$ cat config.mk
export PLATFORM = sky130hd
export DESIGN_NAME = msgc_queue
export DESIGN_NICKNAME = d
export VERILOG_FILES = /design/src/hw/rtl/msgc_pkg.sv /design/src/hw/rtl/msgc_queue.sv
export SDC_FILE = /design/constraint.sdc
export NUM_CORES = 1
export LEC_CHECK = 0
export ABC_AREA = 1
export BUFFER_PORTS_ARGS = -buffer_cell sky130_fd_sc_hd__buf_2
export CORE_MARGIN = 2
export CORE_UTILIZATION = 58
export CTS_CLUSTER_DIAMETER = 30
export DETAILED_ROUTE_END_ITERATION = 10
export PLACE_DENSITY = 0.83
export SLEW_MARGIN = 10
export SYNTH_ARGS = -nofsm -noshare
export SYNTH_HDL_FRONTEND = slang
export SYNTH_SLANG_ARGS = --single-unit
$ cat constraint.sdc
create_clock -name i_clk -period 3.4 [get_ports i_clk]
set_clock_uncertainty 0.15 [all_clocks]
set_input_delay 0.34 -clock i_clk [delete_from_list [all_inputs] [get_ports i_clk]]
set_output_delay 0.34 -clock i_clk [all_outputs]
set_load 0.05 [all_outputs]
$ cat src/hw/rtl/msgc_pkg.sv
package msgc_pkg;

    // input function codes
    localparam logic [1:0] FUNC_LOAD  = 2'd0;
    localparam logic [1:0] FUNC_SKIP  = 2'd1;
    localparam logic [1:0] FUNC_PIXEL = 2'd2;

    localparam int QUEUE_DEPTH = 4;
    localparam int DIV_STEPS   = 40;

    // classified operation handed from front to back
    typedef enum logic [1:0] {
        OP_LOAD,
        OP_SKIP,
        OP_PIXEL,
        OP_PIXBAD
    } t_op;

    typedef struct packed {
        t_op                 op;
        logic [9:0]          strip;
        logic [3:0]          slot;
        logic signed [23:0]  level;
        logic signed [23:0]  resp;
        logic                skip;
        logic signed [15:0]  pixel;
    } t_entry;

    typedef enum logic [3:0] {
        B_CLEAR,
        B_IDLE,
        B_DIV,
        B_WRITE,
        B_PREAD,
        B_SCAN,
        B_FREAD,
        B_MUL,
        B_OUT
    } t_bstate;

endpackage

$ cat src/hw/rtl/msgc_queue.sv
module msgc_queue import msgc_pkg::*; (
    input  logic   i_clk,
    input  logic   i_rst_n,
    input  logic   i_push,
    input  t_entry i_entry,
    output logic   o_full,
    input  logic   i_pop,
    output logic   o_valid,
    output t_entry o_entry
);

    localparam int PW = $clog2(QUEUE_DEPTH);

    t_entry        r_slot [QUEUE_DEPTH];
    logic [PW-1:0] r_wptr;
    logic [PW-1:0] r_rptr;
    logic [PW:0]   r_count;

    assign o_full  = r_count == (PW+1)'(QUEUE_DEPTH);
    assign o_valid = r_count != '0;
    assign o_entry = r_slot[r_rptr];

    // pointers and fill level
    always_ff @(posedge i_clk) begin
        if (!i_rst_n) begin
            r_wptr  <= '0;
            r_rptr  <= '0;
            r_count <= '0;
        end else begin
            if (i_push) begin
                r_wptr <= r_wptr + PW'(1);
            end
            if (i_pop) begin
                r_rptr <= r_rptr + PW'(1);
            end
            r_count <= r_count + (PW+1)'(i_push) - (PW+1)'(i_pop);
        end
    end

    always_ff @(posedge i_clk) begin
        if (i_push) begin
            r_slot[r_wptr] <= i_entry;
        end
    end

endmodule

# == Word-level counts from Yosys, hierarchy flattened ==
# Memory sizes are Yosys's and may differ from the RTL's. A register that Yosys moved wholly into a read port is not among the register bits.
# Cells that the tools add are included.
# Widths: inputs -> output; s select.
# totals
register_bits,7
ram_bits,324
out_inout_bits,83
memories,1
# memory_table
name,words,width,read_ports,rd_ports_with_merged_regs,write_ports,line,rtl
r_slot,4,81,1,1,1,msgc_queue.sv:14,t_entry r_slot [QUEUE_DEPTH];
# op_classes
add_sub_neg,4
eq_ne,1
n_mux,4
reduce_logical,1
# op_table
operator,n
$add 2x1->2 const B,2
$mux 2,2
$add 3x1->3,1
$eq 3x3->1 const B,1
$reduce_bool 3->1,1
$sub 3x1->3,1
$mux 1,2

# == Depth between registers and ports, before layout ==
# logic_depth
ltp_word,3
mapped_depth,8
mapped_depth_nobuf,8

# == Least setup slack after synthesis ==
# OpenSTA, ideal clock, no wires.
# synth_timing
path_kind,register to register
from,reg r_wptr[0]
to,mem r_slot[2][0] (netlist bit) (enable)
setup_ns,0.435
t_arrival_ns,2.157
slack_ns,0.658
stages_incl_launch_ff,5
n_path_buf,0
period_less_slack_ns,2.742
path_cell_list,dfxtp_1 -> inv_1 -> ha_1 -> nand2_1 -> inv_1
# synth_rtl
item,line,rtl
"start, declared",msgc_queue.sv:15,logic [PW-1:0] r_wptr;
"start signal, assigned",msgc_queue.sv:31,r_wptr <= r_wptr + PW'(1);
"end, declared",msgc_queue.sv:14,
# Straight into the memory's write port.

==> report_table.html <==
<table>
<tr><th>Metric</th><th>Value</th></tr>
<tr><th colspan="2">Outcome</th></tr>
<tr><td>Result of the run</td><td>completed</td></tr>
<tr><th colspan="2">Placed design</th></tr>
<tr><td>Weighted congestion at the end of routability-driven global placement</td><td>0.763</td></tr>
<tr><td>Cell count after placement</td><td>approximately 1.5k</td></tr>
<tr><td>Final HPWL DP</td><td>roughly 15000 µm</td></tr>
<tr><td>Post-detailed-placement cell area</td><td>between 10000 and 15000 µm²</td></tr>
<tr><td>Port Buffer Count</td><td>167</td></tr>
<tr><th colspan="2">Timing</th></tr>
<tr><td>Unrepaired setup endpoints after global routing</td><td>false</td></tr>
<tr><td>Slew at the pin with the worst max-slew slack</td><td>between 600 and 700 ps</td></tr>
<tr><td>Final Hold Fails</td><td>0</td></tr>
<tr><td>Fin. max-slew vios</td><td>0</td></tr>
<tr><td>Minimum clock period</td><td>2820 ps</td></tr>
<tr><td>Upper clock frequency limit</td><td>0.355 GHz</td></tr>
<tr><td>Setup TNS Final</td><td>0 ps</td></tr>
<tr><td>Final setup viols</td><td>0</td></tr>
<tr><td>Period utilisation layout</td><td>82.9%</td></tr>
<tr><td>Normalized max-slew margin</td><td>56.6%</td></tr>
<tr><td>Final worst hold slack</td><td>between 300 and 400 ps</td></tr>
<tr><th colspan="2">Power and ir drop</th></tr>
<tr><td>P_leak</td><td>6.86 nW</td></tr>
<tr><td>Worst IR drop on VDD</td><td>464 µV</td></tr>
<tr><td>Power density over the cells</td><td>660 nW/µm²</td></tr>
<tr><th colspan="2">CTS</th></tr>
<tr><td>H-tree depth</td><td>2</td></tr>
<tr><td>Post-CTS Setup Inserts</td><td>0</td></tr>
<tr><td>Maximum root-to-sink buffer count</td><td>3</td></tr>
<tr><td>Worst-path clk slew</td><td>roughly 50 ps</td></tr>
<tr><td>CTS-repair resized insts</td><td>0</td></tr>
<tr><td>Sinks on the clock net</td><td>~330</td></tr>
<tr><td>Root Buffer</td><td>clkbuf_16</td></tr>
<tr><td>Later-pin clock latency in the skew report</td><td>540 ps</td></tr>
<tr><td>Total of hold buffers inserted after clock tree synthesis</td><td>85</td></tr>
<tr><td>Total clock buffers created by CTS</td><td>54</td></tr>
<tr><td>Clock tree from TritonCTS</td><td>done</td></tr>
<tr><th colspan="2">Setup path</th></tr>
<tr><td>Startpoint of the worst register-to-register path</td><td>r_wptr[0]$_SDFFE_PN0P_</td></tr>
<tr><td>Slowest cell on the critical path</td><td>dfxtp_4</td></tr>
<tr><td>Kind of start point of the critical path</td><td>flop</td></tr>
<tr><td>Worst endpoint data arrival time</td><td>about 2300 ps</td></tr>
<tr><td>Reg-to-reg endpoint</td><td>r_slot[2][40]$_DFFE_PP_</td></tr>
<tr><td>Worst R2R Setup Slack</td><td>1400 ps</td></tr>
<tr><td>Worst-case reg-to-reg path depth</td><td>5</td></tr>
<tr><td>Maximum single-stage delay on the critical path</td><td>720 ps</td></tr>
<tr><td>Cell breakdown of the critical path</td><td>buf_12 -&gt; a21oi_1 -&gt; o21ai_0 -&gt; nand2_1 -&gt; buf_2</td></tr>
<tr><td>Required time at the worst-slack endpoint</td><td>roughly 2900 ps</td></tr>
<tr><td>Critical path fanouts, max</td><td>73</td></tr>
<tr><td>Type of destination of the critical path</td><td>output port</td></tr>
<tr><td>Type of the worst setup path</td><td>flop to output port</td></tr>
<tr><th colspan="2">GRT</th></tr>
<tr><td>Total GRT Usage</td><td>22.7%</td></tr>
<tr><td>Pin count of the biggest net entering global routing</td><td>74</td></tr>
<tr><td>Initial antenna violation count</td><td>0</td></tr>
<tr><td>Vias in the first global route</td><td>~9.0k</td></tr>
<tr><td>Wire length of the first global-routing pass</td><td>43900 µm</td></tr>
<tr><td>Grt ovf</td><td>0</td></tr>
<tr><th colspan="2">Die</th></tr>
<tr><td>Die Height</td><td>158 µm</td></tr>
<tr><td>Die area</td><td>25000 µm²</td></tr>
<tr><td>Width of the die</td><td>158 µm</td></tr>
<tr><td>Std-Cell Rows</td><td>56</td></tr>
<tr><td>Placeable core area</td><td>23400 µm²</td></tr>
<tr><td>I/O Pins</td><td>168</td></tr>
<tr><td>Starting density of the core</td><td>approximately three fifths</td></tr>
<tr><th colspan="2">Cells and area</th></tr>
<tr><td>Post-layout utilization of the core</td><td>74.5%</td></tr>
<tr><td>Share of cells above drive strength 1</td><td>between 20 and 30%</td></tr>
<tr><td>Net count of the finished layout</td><td>around 1.4k</td></tr>
<tr><td>Post-route insts no fill</td><td>between 1.5k and 2k</td></tr>
<tr><td>Filler Cells Inserted</td><td>1385</td></tr>
<tr><td>Summed area of non-filler cells in the final layout</td><td>17400 µm²</td></tr>
<tr><td>Synth-to-Final Area Change</td><td>26.3%</td></tr>
<tr><th colspan="2">Synth</th></tr>
<tr><td>Count of distinct cell types in the synthesized netlist</td><td>21</td></tr>
<tr><td>Gate count of the mapped netlist</td><td>roughly 1.0k</td></tr>
<tr><td>Sequential fraction of the synthesis area</td><td>71.8%</td></tr>
<tr><td>Total number of yosys warnings</td><td>0</td></tr>
<tr><td>Cell Area, Synth</td><td>13800 µm²</td></tr>
<tr><td>#FFs+latches synth</td><td>between 300 and 400</td></tr>
<tr><td>Post-Synthesis Net Count</td><td>1092</td></tr>
<tr><td>Per-instance average area after synthesis</td><td>between 10 and 15 µm²</td></tr>
<tr><th colspan="2">Hold path</th></tr>
<tr><td>Launch instance of the worst min-delay path</td><td>r_rptr[1]$_SDFFE_PN0P_</td></tr>
<tr><td>Cell depth of the worst min-delay path</td><td>2</td></tr>
<tr><td>Worst hold path class</td><td>flop to flop</td></tr>
<tr><th colspan="2">Detailed routing</th></tr>
<tr><td>Post-detailed-route wirelength per cell</td><td>17.6 µm</td></tr>
<tr><td>Routed via count divided by cell count</td><td>5.24</td></tr>
<tr><td># DRC</td><td>0</td></tr>
<tr><td>Routed wire length</td><td>28700 µm</td></tr>
<tr><td>First DRT Iteration DRCs</td><td>532</td></tr>
<tr><td>Pre-Repair DR Iteration Count</td><td>5</td></tr>
<tr><td>Total number of vias</td><td>about 8.6k</td></tr>
<tr><td>Antenna violation net count after detailed routing</td><td>0</td></tr>
<tr><th colspan="2">Job</th></tr>
<tr><td># Max-Cap Violations</td><td>0</td></tr>
</table>
-- cell usage after synthesis --
cell,n,area [µm²]
nand2_1,164,616
buf_8,2,30.0
clkbuf_2,3,15.0
dfxtp_1,9,180
inv_1,177,664
clkbuf_1,5,18.8
fa_1,1,20.0
buf_4,1,7.51
buf_12,3,60.1
nor2_1,2,7.51
ha_1,6,75.1
buf_6,26,293
nand3_1,2,10.0
nand2_2,8,50.1
o211ai_2,81,1010
edfxtp_1,324,9730
o21ai_1,30,150
buf_2,14,70.1
a21oi_2,20,175
o21ai_0,55,275
a21oi_1,67,335
-- metal layers --
layer	global-route usage [%]	vias to the layer above	wire, µm
met3	4.93	76	1900
met4	8.75	0	772
met1	27.4	4132	11100
met5	0	-	0
li1	-	4044	-
met2	40.1	318	15000
-- per-stage QoR --
stage / setup WS (ps) / total power, mW
finish: 583 / 11.5
global route: 458 / 11.9
CTS: 601 / 11.5
detailed placement: 1190 / 6.20
global placement: 1250 / 6.16
floorplan: 658 / 5.87
-- report_power, final --
group	leakage (nW)	internal [mW]	total, mW	switching, mW
combinational	2.92	0.380	1.45	1.07
clock	0.880	3.47	5.28	1.81
sequential	3.05	4.71	4.77	0.0678
-- worst max-delay path by stage --
stage | start | to | slack [ps] | depth (start not counted)
after floorplan | r_wptr[0]$_SDFFE_PN0P_ | r_slot[2][0]$_DFFE_PP_ | 660 | 4
after global placement | flop | o_entry[70] | 1250 | 5
after detailed placement | flop | o_entry[70] | 1190 | 5
after CTS | flop | o_entry[5] | 600 | 5
after global routing | flop | o_entry[38] | 460 | 5
final | flop | o_entry[38] | 580 | 5
-- critical path: cells and delay by family, from the launching register on --
kind                   cells  cell delay, ps
buffers and inverters      2             610
AO/OA/AOI/OAI              2             300
flip-flops                 1             720
AND/OR/NAND/NOR            1             120
-- state kept, by name, summed over array words and instances, names as in the netlist, named ones only --
signal   count
r_rptr       2
r_count      3
r_wptr       2
r_slot     324
-- cell type report --
type	count	area (µm²)	area share, %
antenna	1	2.50	0.0144
clock buffer	59	1430	8.23
clock inverter	40	368	2.11
inverter	177	672	3.85
multi-input combinational	436	2730	15.6
sequential	333	9920	56.9
tap	319	399	2.29
timing repair buffer	270	1910	11.0
-- kinds of logic after synthesis --
group	Yosys count	share of synthesized area, %
flip-flops	333	71.8
AO/OA/AOI/OAI	253	14.1
buffers and inverters	231	8.40
AND/OR/NAND/NOR	176	4.95
adder cells (fa/ha/maj)	7	0.689
-- cell usage in the layout, fill, tap and decap left out, drive strengths merged --
| cell type | count |
|---|---|
| a21oi | 87 |
| buf | 185 |
| bufinv | 6 |
| clkbuf | 59 |
| clkinv | 29 |
| clkinvlp | 5 |
| dfxtp | 9 |
| diode | 1 |
| dlygate4sd3 | 85 |
| edfxtp | 324 |
| fa | 1 |
| ha | 6 |
| inv | 177 |
| nand2 | 172 |
| nand3 | 2 |
| nor2 | 2 |
| o211ai | 81 |
| o21ai | 85 |
No activity file was read; power rests on OpenSTA's default activity.
